File: src/rtl/tcl_pkg.sv
`timescale 1ns / 1ps
`default_nettype none

package tcl_pkg;

  localparam int unsigned PERIOD_WIDTH_DEF = 16;
  localparam int unsigned PERIOD_OUT_W     = 16;

  localparam int unsigned NKEYS      = 7;
  localparam int unsigned NLINE_KEYS = 5;
  localparam int unsigned KEY_LOG    = 5;
  localparam int unsigned KEY_PERIOD = 6;

  localparam logic [7:0] CH_LF   = 8'd10;
  localparam logic [7:0] CH_ZERO = 8'h30;
  localparam logic [7:0] CH_NINE = 8'h39;

  // line_position saturates here
  localparam logic [3:0] POS_MAX = 4'd8;

  typedef enum logic [3:0] {
    EV_LOG_CHAR   = 4'd0,
    EV_OFF        = 4'd1,
    EV_SCALE_F    = 4'd2,
    EV_SCALE_C    = 4'd3,
    EV_STOP       = 4'd4,
    EV_START      = 4'd5,
    EV_LOG_END    = 4'd6,
    EV_PERIOD_SET = 4'd7,
    EV_BOGUS      = 4'd8
  } event_kind_e;

  // Keyword text, right-justified: the first character is the highest used byte
  localparam logic [63:0] KEY_STR [NKEYS] = '{
    64'("OFF\n"), 64'("SCALE=F\n"), 64'("SCALE=C\n"), 64'("STOP\n"),
    64'("START\n"), 64'("LOG "), 64'("PERIOD=")
  };
  localparam int unsigned KEY_LEN [NKEYS] = '{4, 8, 8, 5, 6, 4, 7};
  localparam event_kind_e KEY_EVENT [NLINE_KEYS] = '{
    EV_OFF, EV_SCALE_F, EV_SCALE_C, EV_STOP, EV_START
  };

  localparam logic [3:0] LOG_PREFIX_LAST   = 4'(KEY_LEN[KEY_LOG] - 1);
  localparam logic [3:0] PERIOD_PREFIX_LAST = 4'(KEY_LEN[KEY_PERIOD] - 1);
  localparam logic [3:0] PERIOD_DIGITS_POS = 4'(KEY_LEN[KEY_PERIOD]);

  typedef struct packed {
    event_kind_e              kind;
    logic [7:0]               log_char;
    logic [PERIOD_OUT_W-1:0]  period;
    logic                     celsius;
    logic                     stopped;
  } tcl_event_t;

  // Character of keyword k at line position p; zero past the keyword end
  function automatic logic [7:0] key_char(input int unsigned k, input logic [3:0] p);
    int unsigned idx;
    logic [63:0] s;
    s = KEY_STR[k];
    if (32'(p) < KEY_LEN[k]) begin
      idx = KEY_LEN[k] - 1 - 32'(p);
      return s[idx*8 +: 8];
    end
    return 8'd0;
  endfunction

endpackage

`default_nettype wire

File: src/rtl/tcl_in_stage.sv
`timescale 1ns / 1ps
`default_nettype none

module tcl_in_stage (
  input  wire logic       clk_i,
  input  wire logic       rst_ni,
  input  wire logic       in_valid_i,
  output logic            in_ready_o,
  input  wire logic [7:0] in_byte_i,
  input  wire logic       advance_i,
  output logic            valid_o,
  output logic [7:0]      byte_o
);

  logic       valid_q, valid_d;
  logic [7:0] byte_q;

  // take a new item whenever the held one leaves or none is held
  assign in_ready_o = !valid_q || advance_i;

  always_comb begin
    valid_d = valid_q;
    if (in_ready_o) begin
      valid_d = in_valid_i;
    end
  end

  always_ff @(posedge clk_i or negedge rst_ni) begin
    if (!rst_ni) begin
      valid_q <= 1'b0;
    end else begin
      valid_q <= valid_d;
    end
  end

  always_ff @(posedge clk_i) begin
    if (in_valid_i && in_ready_o) begin
      byte_q <= in_byte_i;
    end
  end

  assign valid_o = valid_q;
  assign byte_o  = byte_q;

endmodule

`default_nettype wire

File: src/rtl/tcl_parser.sv
`timescale 1ns / 1ps
`default_nettype none

module tcl_parser #(
  parameter int unsigned PERIOD_WIDTH = tcl_pkg::PERIOD_WIDTH_DEF
) (
  input  wire logic        clk_i,
  input  wire logic        rst_ni,
  input  wire logic [7:0]  byte_i,
  input  wire logic        commit_i,
  output logic             emit_o,
  output tcl_pkg::tcl_event_t ev_o
);

  localparam int unsigned AW = PERIOD_WIDTH + 4;
  localparam logic [PERIOD_WIDTH-1:0] PERIOD_MAX = '1;
  localparam logic [PERIOD_WIDTH-1:0] PERIOD_RST = PERIOD_WIDTH'(1);

  logic                      halted_q, halted_d;
  logic                      stopped_q, stopped_d;
  logic                      celsius_q, celsius_d;
  logic [PERIOD_WIDTH-1:0]   period_q, period_d;
  logic [3:0]                pos_q, pos_d;
  logic [tcl_pkg::NKEYS-1:0] cand_q, cand_d, cand_m;
  logic                      log_q, log_d;
  logic [PERIOD_WIDTH-1:0]   acc_q, acc_d;
  logic                      digits_q, digits_d;
  logic                      bad_q, bad_d;

  logic [AW-1:0]             acc_ext, acc_next;
  logic [PERIOD_WIDTH-1:0]   acc_sat;
  logic [PERIOD_WIDTH+tcl_pkg::PERIOD_OUT_W-1:0] period_ext;
  logic                      is_digit;
  logic                      new_line;
  logic                      period_ok;
  tcl_pkg::event_kind_e      kind;

  // times ten plus digit, saturated
  always_comb begin
    acc_ext  = {4'b0, acc_q};
    acc_next = (acc_ext << 3) + (acc_ext << 1) + {{PERIOD_WIDTH{1'b0}}, byte_i[3:0]};
    acc_sat  = (acc_next[AW-1:PERIOD_WIDTH] != 4'd0) ? PERIOD_MAX
                                                     : acc_next[PERIOD_WIDTH-1:0];
  end

  assign is_digit = (byte_i >= tcl_pkg::CH_ZERO) && (byte_i <= tcl_pkg::CH_NINE);

  // drop keywords that no longer match at this position
  always_comb begin
    cand_m = cand_q;
    for (int unsigned k = 0; k < tcl_pkg::NKEYS; k++) begin
      if (32'(pos_q) >= tcl_pkg::KEY_LEN[k] || tcl_pkg::key_char(k, pos_q) != byte_i) begin
        cand_m[k] = 1'b0;
      end
    end
  end

  always_comb begin
    halted_d  = halted_q;
    stopped_d = stopped_q;
    celsius_d = celsius_q;
    period_d  = period_q;
    pos_d     = pos_q;
    cand_d    = cand_q;
    log_d     = log_q;
    acc_d     = acc_q;
    digits_d  = digits_q;
    bad_d     = bad_q;
    new_line  = 1'b0;
    emit_o    = 1'b0;
    kind      = tcl_pkg::EV_BOGUS;
    period_ok = digits_q && !bad_q;

    if (halted_q) begin
      emit_o = 1'b0;
    end else if (log_q) begin
      emit_o = 1'b1;
      if (byte_i == tcl_pkg::CH_LF) begin
        kind     = tcl_pkg::EV_LOG_END;
        new_line = 1'b1;
      end else begin
        kind = tcl_pkg::EV_LOG_CHAR;
      end
    end else if (pos_q == tcl_pkg::PERIOD_DIGITS_POS && cand_q[tcl_pkg::KEY_PERIOD]) begin
      if (byte_i == tcl_pkg::CH_LF) begin
        emit_o   = 1'b1;
        new_line = 1'b1;
        if (period_ok) begin
          period_d = acc_q;
          kind     = tcl_pkg::EV_PERIOD_SET;
        end
      end else if (is_digit) begin
        acc_d    = acc_sat;
        digits_d = 1'b1;
      end else begin
        bad_d = 1'b1;
      end
    end else begin
      cand_d = cand_m;
      if (byte_i == tcl_pkg::CH_LF) begin
        emit_o   = 1'b1;
        new_line = 1'b1;
        for (int unsigned k = 0; k < tcl_pkg::NLINE_KEYS; k++) begin
          if (cand_m[k] && (32'(pos_q) + 32'd1 == tcl_pkg::KEY_LEN[k])) begin
            kind = tcl_pkg::KEY_EVENT[k];
          end
        end
        case (kind)
          tcl_pkg::EV_OFF:     halted_d  = 1'b1;
          tcl_pkg::EV_SCALE_F: celsius_d = 1'b0;
          tcl_pkg::EV_SCALE_C: celsius_d = 1'b1;
          tcl_pkg::EV_STOP:    stopped_d = 1'b1;
          tcl_pkg::EV_START:   stopped_d = 1'b0;
          default:             halted_d  = halted_q;
        endcase
      end else if (cand_m[tcl_pkg::KEY_LOG] && pos_q == tcl_pkg::LOG_PREFIX_LAST) begin
        log_d = 1'b1;
      end else if (cand_m[tcl_pkg::KEY_PERIOD] && pos_q == tcl_pkg::PERIOD_PREFIX_LAST) begin
        cand_d = '0;
        cand_d[tcl_pkg::KEY_PERIOD] = 1'b1;
        pos_d  = tcl_pkg::PERIOD_DIGITS_POS;
      end else begin
        if (pos_q < tcl_pkg::POS_MAX) begin
          pos_d = pos_q + 4'd1;
        end
        if (cand_m == '0) begin
          bad_d = 1'b1;
        end
      end
    end

    if (new_line) begin
      pos_d    = 4'd0;
      cand_d   = '1;
      log_d    = 1'b0;
      acc_d    = '0;
      digits_d = 1'b0;
      bad_d    = 1'b0;
    end
  end

  // result fields show the state after this byte
  always_comb begin
    period_ext  = {{tcl_pkg::PERIOD_OUT_W{1'b0}}, period_d};
    ev_o.kind     = kind;
    ev_o.log_char = (kind == tcl_pkg::EV_LOG_CHAR) ? byte_i : 8'd0;
    ev_o.period   = period_ext[tcl_pkg::PERIOD_OUT_W-1:0];
    ev_o.celsius  = celsius_d;
    ev_o.stopped  = stopped_d;
  end

  always_ff @(posedge clk_i or negedge rst_ni) begin
    if (!rst_ni) begin
      halted_q  <= 1'b0;
      stopped_q <= 1'b0;
      celsius_q <= 1'b0;
      period_q  <= PERIOD_RST;
      pos_q     <= 4'd0;
      cand_q    <= '1;
      log_q     <= 1'b0;
      acc_q     <= '0;
      digits_q  <= 1'b0;
      bad_q     <= 1'b0;
    end else if (commit_i) begin
      halted_q  <= halted_d;
      stopped_q <= stopped_d;
      celsius_q <= celsius_d;
      period_q  <= period_d;
      pos_q     <= pos_d;
      cand_q    <= cand_d;
      log_q     <= log_d;
      acc_q     <= acc_d;
      digits_q  <= digits_d;
      bad_q     <= bad_d;
    end
  end

endmodule

`default_nettype wire

File: src/rtl/tcl_out_stage.sv
`timescale 1ns / 1ps
`default_nettype none

module tcl_out_stage (
  input  wire logic                clk_i,
  input  wire logic                rst_ni,
  input  wire logic                load_i,
  input  wire tcl_pkg::tcl_event_t ev_i,
  output logic                     free_o,
  output logic                     out_valid_o,
  input  wire logic                out_ready_i,
  output tcl_pkg::tcl_event_t      ev_o
);

  logic                valid_q, valid_d;
  tcl_pkg::tcl_event_t ev_q;

  // room for a new result when empty or the held one leaves now
  assign free_o = !valid_q || out_ready_i;

  always_comb begin
    valid_d = valid_q;
    if (load_i) begin
      valid_d = 1'b1;
    end else if (out_ready_i) begin
      valid_d = 1'b0;
    end
  end

  always_ff @(posedge clk_i or negedge rst_ni) begin
    if (!rst_ni) begin
      valid_q <= 1'b0;
    end else begin
      valid_q <= valid_d;
    end
  end

  always_ff @(posedge clk_i) begin
    if (load_i) begin
      ev_q <= ev_i;
    end
  end

  assign out_valid_o = valid_q;
  assign ev_o        = ev_q;

endmodule

`default_nettype wire

File: src/rtl/text_command_line_parser_top.sv
`timescale 1ns / 1ps
`default_nettype none

// Channel   Direction  Handshake                Payload
// in        input      in_valid_i / in_ready_o   in_byte_i[7:0]
// out       output     out_valid_o / out_ready_i event_kind_o[3:0], log_char_o[7:0],
//                                                period_value_o[15:0],
//                                                scale_is_celsius_o, reports_stopped_o
//
// One byte per cycle sustained while results can leave. A byte is held in the input
// register, is parsed there and, if it ends a line or carries log payload, its result
// is loaded into the output register as the byte leaves. Bytes that give no result never wait.
// Reset (async, active low) returns to Fahrenheit, running, period one, new line.
// A held result stalls only a byte that would give another result; the input
// register then holds it and in_ready_o falls.

module text_command_line_parser_top #(
  parameter int unsigned PERIOD_WIDTH = tcl_pkg::PERIOD_WIDTH_DEF
) (
  input  wire logic        clk_i,
  input  wire logic        rst_ni,
  input  wire logic        in_valid_i,
  output logic             in_ready_o,
  input  wire logic [7:0]  in_byte_i,
  output logic             out_valid_o,
  input  wire logic        out_ready_i,
  output logic [3:0]       event_kind_o,
  output logic [7:0]       log_char_o,
  output logic [15:0]      period_value_o,
  output logic             scale_is_celsius_o,
  output logic             reports_stopped_o
);

  logic                s1_valid;
  logic [7:0]          s1_byte;
  logic                s1_go;
  logic                emit;
  logic                out_free;
  tcl_pkg::tcl_event_t ev_new;
  tcl_pkg::tcl_event_t ev_out;

  // advance the held byte unless its result has nowhere to go
  assign s1_go = s1_valid && (!emit || out_free);

  tcl_in_stage u_in (
    .clk_i      (clk_i),
    .rst_ni     (rst_ni),
    .in_valid_i (in_valid_i),
    .in_ready_o (in_ready_o),
    .in_byte_i  (in_byte_i),
    .advance_i  (s1_go),
    .valid_o    (s1_valid),
    .byte_o     (s1_byte)
  );

  // parse state and the keyword matcher; commits only when the byte advances
  tcl_parser #(
    .PERIOD_WIDTH (PERIOD_WIDTH)
  ) u_parser (
    .clk_i    (clk_i),
    .rst_ni   (rst_ni),
    .byte_i   (s1_byte),
    .commit_i (s1_go),
    .emit_o   (emit),
    .ev_o     (ev_new)
  );

  tcl_out_stage u_out (
    .clk_i       (clk_i),
    .rst_ni      (rst_ni),
    .load_i      (s1_go && emit),
    .ev_i        (ev_new),
    .free_o      (out_free),
    .out_valid_o (out_valid_o),
    .out_ready_i (out_ready_i),
    .ev_o        (ev_out)
  );

  assign event_kind_o       = ev_out.kind;
  assign log_char_o         = ev_out.log_char;
  assign period_value_o     = ev_out.period;
  assign scale_is_celsius_o = ev_out.celsius;
  assign reports_stopped_o  = ev_out.stopped;

endmodule

`default_nettype wire

File: config.mk
export PLATFORM = sky130hd
export DESIGN_NAME = text_command_line_parser_top
export DESIGN_NICKNAME = d
export VERILOG_FILES = /design/src/rtl/tcl_pkg.sv /design/src/rtl/tcl_in_stage.sv /design/src/rtl/tcl_parser.sv /design/src/rtl/tcl_out_stage.sv /design/src/rtl/text_command_line_parser_top.sv
export SDC_FILE = /design/constraint.sdc
export NUM_CORES = 1
export LEC_CHECK = 0
export BUFFER_PORTS_ARGS = -buffer_cell sky130_fd_sc_hd__buf_2
export CORE_ASPECT_RATIO = 1.25
export CORE_MARGIN = 8
export CORE_UTILIZATION = 51
export CTS_CLUSTER_DIAMETER = 30
export DETAILED_ROUTE_END_ITERATION = 12
export PLACE_DENSITY = 0.74
export SYNTH_ARGS = -nofsm -noshare
export SYNTH_HDL_FRONTEND = slang
export SYNTH_SLANG_ARGS = --single-unit
File: constraint.sdc
create_clock -name clk_i -period 5.5 [get_ports clk_i]
set_input_delay 1.1 -clock clk_i [delete_from_list [all_inputs] [get_ports clk_i]]
set_output_delay 1.1 -clock clk_i [all_outputs]
set_load 0.1 [all_outputs]
### After elaboration in Yosys (flattened, before gate mapping)

Index checks and enable logic that the tools add are counted.

| word-level totals | value |
|---|---|
| register bits after elaboration | 89 |
| input bits | 12 |
| output and inout port bits | 32 |
| word-level logic and storage cells | 227 |

| cells by class | value |
|---|---|
| add/subtract/negate cells | 9 |
| magnitude comparators | 13 |
| equal/unequal tests | 28 |
| shift-type cells | 7 |
| mux-type cells | 112 |
| reduce and logical (&&, ||, !) cells | 40 |

Operators with widths:

| kind | count |
|---|---|
| 64-bit by 33-bit indexed part select with 8-bit output, first input constant | 7 |
| 16-bit two-way mux | 12 |
| 8-bit two-way mux | 14 |
| 32-bit by 3-bit equality test with 1-bit output, second input constant | 3 |
| 4-bit two-way mux | 23 |
| 8-bit inequality test | 7 |
| 1-bit two-way mux | 53 |
| 7-bit two-way mux | 7 |
| 32-bit by 4-bit equality test with 1-bit output, second input constant | 1 |
| 19-bit by 17-bit adder with 20-bit output | 1 |
| 20-bit by 4-bit adder with 20-bit output | 1 |
| 3-bit by 4-bit subtractor with 5-bit output, first input constant | 4 |
| 4-bit by 3-bit equality test with 1-bit output, second input constant | 4 |
| 4-bit by 3-bit >= comparator with 1-bit output, second input constant | 4 |
| 4-bit by 3-bit < comparator with 1-bit output, second input constant | 4 |
| 1-bit logical AND | 13 |
| 4-bit by 2-bit equality test with 1-bit output, second input constant | 3 |
| 1-bit logical OR | 10 |
| 8-bit by 4-bit equality test with 1-bit output, second input constant | 1 |
| 8-bit by 6-bit >= comparator with 1-bit output, second input constant | 1 |
| 8-bit by 6-bit <= comparator with 1-bit output, second input constant | 1 |
| 4-bit < comparator, second input constant | 2 |
| 8-bit AND reduction | 1 |
| 7-bit logical NOT | 1 |
| other kinds (20) | 31 |

### Logic depth before layout (Yosys ltp)

| depth | value |
|---|---|
| depth after elaboration | 23 |
| mapped depth | 15 |
| mapped depth without buffers | 12 |

### Hierarchy

From an unflattened synthesis, not the netlist that was laid out.

| second synthesis, totals | value |
|---|---|
| cells, all modules | 655 |
| area total of the unflattened synthesis | 6411.1 um^2 |

Modules (own cells, without submodules):

| module | instances | cells each | area each (um^2) | sequential area each (um^2) |
|---|---|---|---|---|
| tcl_parser | 1 | 607 | 5149.9 | 1236.2 |
| tcl_out_stage | 1 | 33 | 948.4 | 925.9 |
| tcl_in_stage | 1 | 12 | 294.0 | 265.3 |
| text_command_line_parser_top | 1 | 3 | 18.8 | 0.0 |

### Least setup slack after synthesis

No wires, ideal clock.

| path | value |
|---|---|
| path type | input to register |
| start | in out_ready_i |
| end | reg u_out.ev_q, in the netlist u_out.ev_o[0], enable pin |
| setup time | 455 ps |
| arrival | 3759 ps |
| required time | 5045 ps |
| setup slack | 1286 ps |
| cell stages on the path | 5 |
| path buffers | 1 |
| cells stage by stage | nand2b_1 -> nor3_1 -> nand2b_1 -> clkbuf_1 -> nor3_1 |

| on the way | value |
|---|---|
| word-level cells in the longest chain between the ends | 4 |

Ends and longest elaborated chain:

| element | RTL line | RTL |
|---|---|---|
| from (decl) | text_command_line_parser_top.sv:26 | `input wire logic out_ready_i,` |
| 1-bit logical OR | tcl_out_stage.sv:19 | `assign free_o = !valid_q \|\| out_ready_i;` |
| 1-bit logical OR | text_command_line_parser_top.sv:43 | `assign s1_go = s1_valid && (!emit \|\| out_free);` |
| 1-bit logical AND | text_command_line_parser_top.sv:43 |  |
| 1-bit logical AND | text_command_line_parser_top.sv:71 | `.load_i (s1_go && emit),` |
| net u_out.load_i | tcl_out_stage.sv:7 | `input wire logic load_i,` |
| to (signal assigned) | tcl_out_stage.sv:40 | `ev_q <= ev_i;` |
| to (decl) | tcl_out_stage.sv:16 | `tcl_pkg::tcl_event_t ev_q;` |

The timed path passes the listed nets, and every way through them passes these cells.
A chain may end at the register's enable or synchronous reset.

### Worst setup path in the final report

| path | value |
|---|---|
| start | reg u_parser.pos_q[3] |
| end | reg u_out.ev_q, in the netlist u_out.ev_o[19] (data pin) |

| on the way | value |
|---|---|
| word-level cells in the longest chain between the ends | 22 |
| elaborated cells on any way between the ends | 72 |
| those cells by class | add/sub: 5; order compare: 8; eq/ne: 10; shift: 5; mux: 32; reduce/logical: 12 |

Ends and longest elaborated chain:

| element | RTL line | RTL |
|---|---|---|
| from (decl) | tcl_parser.sv:23 | `logic [3:0] pos_q, pos_d;` |
| from (signal assigned) | tcl_parser.sv:169 | `pos_q <= pos_d;` |
| 2-bit by 4-bit subtractor with 5-bit output | tcl_pkg.sv:61 | `idx = KEY_LEN[k] - 1 - 32'(p);` |
| 64-bit by 33-bit indexed part select with 8-bit output | tcl_pkg.sv:62 | `return s[idx*8 +: 8];` |
| 8-bit two-way mux | tcl_pkg.sv:60 | `if (32'(p) < KEY_LEN[k]) begin` |
| 8-bit two-way mux | tcl_pkg.sv:64 | `return 8'd0;` |
| 8-bit inequality test | tcl_parser.sv:52 | `if (32'(pos_q) >= tcl_pkg::KEY_LEN[k] \|\| tcl_pkg::key_char(k, pos_q) != byte_i) begin` |
| 1-bit logical OR | tcl_parser.sv:52 |  |
| 1-bit two-way mux | tcl_parser.sv:52 |  |
| 1-bit logical AND | tcl_parser.sv:104 | `if (cand_m[k] && (32'(pos_q) + 32'd1 == tcl_pkg::KEY_LEN[k])) begin` |
| (+6 left out) | n/a |  |
| 4-bit two-way mux | tcl_parser.sv:84 | `end else if (pos_q == tcl_pkg::PERIOD_DIGITS_POS && cand_q[tcl_pkg::KEY_PERIOD]) begin` |
| 4-bit two-way mux | tcl_parser.sv:76 | `end else if (log_q) begin` |
| 4-bit two-way mux | tcl_parser.sv:74 | `if (halted_q) begin` |
| 4-bit two-way mux | tcl_parser.sv:100 | `if (byte_i == tcl_pkg::CH_LF) begin` |
| 4-bit two-way mux (*) | tcl_parser.sv:84 |  |
| 4-bit two-way mux (*) | tcl_parser.sv:76 |  |
| 4-bit two-way mux (*) | tcl_parser.sv:74 |  |
| 4-bit logical NOT (*) | tcl_parser.sv:146 | `ev_o.log_char = (kind == tcl_pkg::EV_LOG_CHAR) ? byte_i : 8'd0;` |

Mark *: on every way between the ends. The rest lies on a longest branch, timed or not. The select of a mux whose other input is x is not followed.

==> run summary <==
Across all layers, the routed design uses 5320 vias. The setup path with the least slack is of type reg2reg. Data on the critical path arrives at its endpoint at 4.27 ns. The tools report the total negative setup slack as 0 ns. The total area inside the core boundary comes to 12160 um^2.

In this run the critical register-to-register path is captured at u_out.ev_o[19]. The largest single stage delay on the critical path is 0.64 ns. Walking the worst path, the cells encountered are inv_1, ha_1, o21bai_1, or3_1, a221oi_1, and4bb_1, o2111a_1, and3_1, o21bai_1, a21boi_1, and4b_1.

The part of the Yosys area used for sequential elements was 0.3818. After clock tree synthesis, the repair step resized 0 gates. The layout has 1082 filler cells.

Layout overhead on the synthesized area: 9.545%. For the multi-input combinational cell area, the log shows 3680 um^2. Prior to clock tree synthesis, the placed netlist has a worst setup slack of 1.448 ns. The share of flip-flops with an asynchronous set or reset works out to 0.5730. The clock period could shrink to 4.173 ns.

The transition at the pin with the smallest max-transition slack is 1.011 ns. STA classifies the critical path startpoint as a flip-flop. The cell family contributing the most delay on the critical path is simple AND/OR/NAND/NOR gates. The logs give 0.2068 for the total routing usage reported by global routing and 26910 um for the global-route wire length before repair.

For the initial core utilization, the log shows 0.5227. The worst hold path belongs to the class reg2reg. The cell that appears most often on the critical path is o21bai_1. Fraction of the cycle the final worst path needs: 0.7587. The tools report the area of the die as 16320 um^2. In this run the tool buffered the top-level ports with 43 buffer cells.

For the number of antenna violations at the first check in global routing, the log shows 0. Once detailed placement completed, the half-perimeter wirelength came to 11710 um. From bottom edge to top edge, the die measures 140.8 um. For this design, the slowest cell found on the critical path is dfrtp_1.

Based on the critical path, the design can be clocked at up to 0.2397 GHz. For flop-to-flop paths, the worst setup slack is 1.33 ns. Registers take 2427 um^2. The mean cell area of the mapped netlist was 9.404 um^2. For this design the static power due to leakage is 2.910 nW. The tools report the total placed instance area as 6666 um^2. In this run, synthesis inferred 38 flip-flops with an integrated enable.

In the post-synthesis netlist, the biggest area contributors are edfxtp_1, dfrtp_1, ha_1. The combined buffer and inverter count along the critical path was 1. VDD sags by at most 237.3 uV. Element type at the critical path end: a flip-flop. The clock tree buffer depth is 2, and the path length in cells of the critical path is 11. The maximum level of the CTS H-tree came out at 3.

After technology mapping, the gate count stands at 676. The die is 115.9 um wide. After clock tree synthesis, the clock-pin slew on the worst setup and hold paths is 0.07 ns. The fraction of post-synthesis cell area in the top cell type by area was 0.1795; the final setup slack of the worst path was 1.327 ns.

In this run the worst path has a maximum fanout of 22. The run gives 0.35 ns as the clock latency on the worst-skew pair. The first detailed-routing pass took 5 iterations. For the endpoint required time on the critical path, the log shows 5.60 ns. Entering global routing, the biggest net connects 52 pins. The post-CTS repair timing setup buffer count was 0; the post-route total power was 3.016 mW. For this run, the leading register cell type out of synthesis is dfrtp_1. TritonCTS built the clock tree. The share of cells above drive strength 1 was 0.1596; the number of CTS-inserted buffers was 9.

Following the worst setup path forward leads to its endpoint at u_out.ev_o[19]. The number of hold buffers added after CTS was 0. Yosys mapped the design onto 83 distinct sky130hd cell types. The run gives 0.9251 as the routability congestion estimate from global placement. Net count after synthesis: 735. Largest area contributor in the synthesized netlist: edfxtp_1.

The synthesized netlist occupies a cell area of 6357 um^2. The run gives 0 as the final hold violation count. The worst slew margin relative to its limit was 0.3258.

The number of cells on the worst reg-to-reg path is 11. The initialized floorplan defines 45 standard-cell rows. The post-route antenna net violation count is 0, and the DRC marker count from the first detailed-route iteration is 332. The library cell used most frequently in the layout, excluding fill and tap cells, is nand2_1. The worst setup path startpoint was u_parser.pos_q[3].

The tools report the overall overflow remaining after global route as 0. 44 I/O pins were placed. The tools report the number of antenna repair diodes as 0. In the routed design, unresolved DRC markers number 0. The flow ran to the end, and the final reports show no timing, DRC or antenna violations. The run gives 89 as the clock sink total. The clock tree root driver cell is clkbuf_16.

The final wirelength was 16400 um. During synthesis, Yosys emitted a total of 0 warnings. Counting flops and latches in the post-synthesis netlist gives 89. The total power per unit cell area was 433.1 nW/um^2; the final setup violation count was 0.

The reported max-cap violation count was 0; the share of the core filled with cells in the final layout was 0.5726. Leaving out fill and tap cells, the most frequent cells in the layout are nand2_1, nor2_1, ha_1, buf_2, dfrtp_1. Across the routed clock network, the largest skew measured is 0.01336 ns. The number of global-route vias before repair was 5488; the final-stage net count was 762.

For the number of max-slew violations in the final report, the log shows 0. With fillers left out, the area of the finished cells amounts to 6964 um^2. Setup repair after global routing left no endpoint under its margin. After detailed routing, the average wire length per cell comes to 18.81 um.

In the routed layout, each cell is associated on average with a via count of 6.101. The critical register-to-register path startpoint is u_parser.pos_q[3].
-- per-stage QoR --
stage	std cells	hold slack, ns
CTS	872	0.4639
detailed placement	856	0.4536
global placement	856	0.4451
floorplan	676	0.4368
global route	872	0.4869
finish	872	0.4603
-- power breakdown --
group	internal [mW]	total (mW)	leakage, nW	switching, mW
logic	0.626	1.56	1.81	0.936
clock network	0.340	0.605	0.140	0.265
registers	0.744	0.849	0.965	0.105
-- worst reg2reg max path, cell delays in order (launching register included) --
cell,delay [ns]
dfrtp_1,0.64
inv_1,0.34
ha_1,0.62
o21bai_1,0.23
or3_1,0.42
a221oi_1,0.24
and4bb_1,0.25
o2111a_1,0.31
and3_1,0.29
o21bai_1,0.20
a21boi_1,0.15
and4b_1,0.24
-- cells in the mapped netlist (all sizes together), types with 4 or more instances --
cell,number
mux2,18
nor2b,15
edfxtp,38
a32oi,4
nor3b,7
nand2b,8
or2,5
and3,8
o31ai,4
or3,6
nor2,46
dfrtp,43
clkbuf,22
and4,4
nor3,11
nand2,103
a221oi,4
nand4,4
inv,17
o21ai,33
nor4,13
a211o,4
a211oi,9
ha,45
dfstp,8
a31oi,8
o21bai,4
a21oi,29
xor2,6
a21o,7
buf,15
o22a,4
a22oi,16
o211ai,6
nand3,11
and2,7
xnor2,25
mux2i,5
-- area by class of cell --
| class | count | share of cell area |
|---|---|---|
| clock buffer | 11 | 0.03647 |
| clock inverter | 5 | 0.006288 |
| inverter | 17 | 0.009163 |
| multi-input combinational | 533 | 0.5284 |
| sequential | 89 | 0.3485 |
| tap | 164 | 0.02946 |
| timing repair buffer | 53 | 0.04168 |
-- cells by family after synthesis --
group | after synthesis | share of synthesized area
buffers and inverters | 54 | 0.04015
DFF | 89 | 0.3818
xor gates and xnor gates | 31 | 0.04271
and+or+nand+nor | 270 | 0.2218
muxes | 23 | 0.03976
AOI/OAI and AO/OA | 162 | 0.1789
adders and majority gates | 47 | 0.09486
-- state kept, by name (all words and copies together), names as in the netlist, 4 cells and up --
register,count
u_in.byte_o,8
u_parser.pos_q,4
u_out.ev_o,30
u_parser.cand_q,7
u_parser.period_q,16
u_parser.acc_q,16
-- routing by layer --
metal  global-route usage  part of all wire  up-vias
met5                    0                 0        -
met4               0.1300             0.044        0
met3              0.02991             0.049       61
met2               0.3602              0.51      165
met1               0.2293              0.39     2537
li1                     -                 -     2557
-- how the worst min path moves through the flow --
stage	from	endpoint	slack (ns)	cells past startpoint
after CTS	u_parser.period_q[0]	u_parser.period_q[0]	0.46	2
final	u_parser.period_q[0]	u_parser.period_q[0]	0.46	2
after global routing	u_parser.period_q[4]	u_parser.period_q[4]	0.49	2
after floorplan	u_parser.period_q[0]	u_parser.period_q[0]	0.44	2
after detailed placement	u_parser.period_q[0]	u_parser.period_q[0]	0.45	2
after global placement	u_parser.period_q[0]	u_parser.period_q[0]	0.45	2
Note: power is estimated with default switching activity, not from simulation.
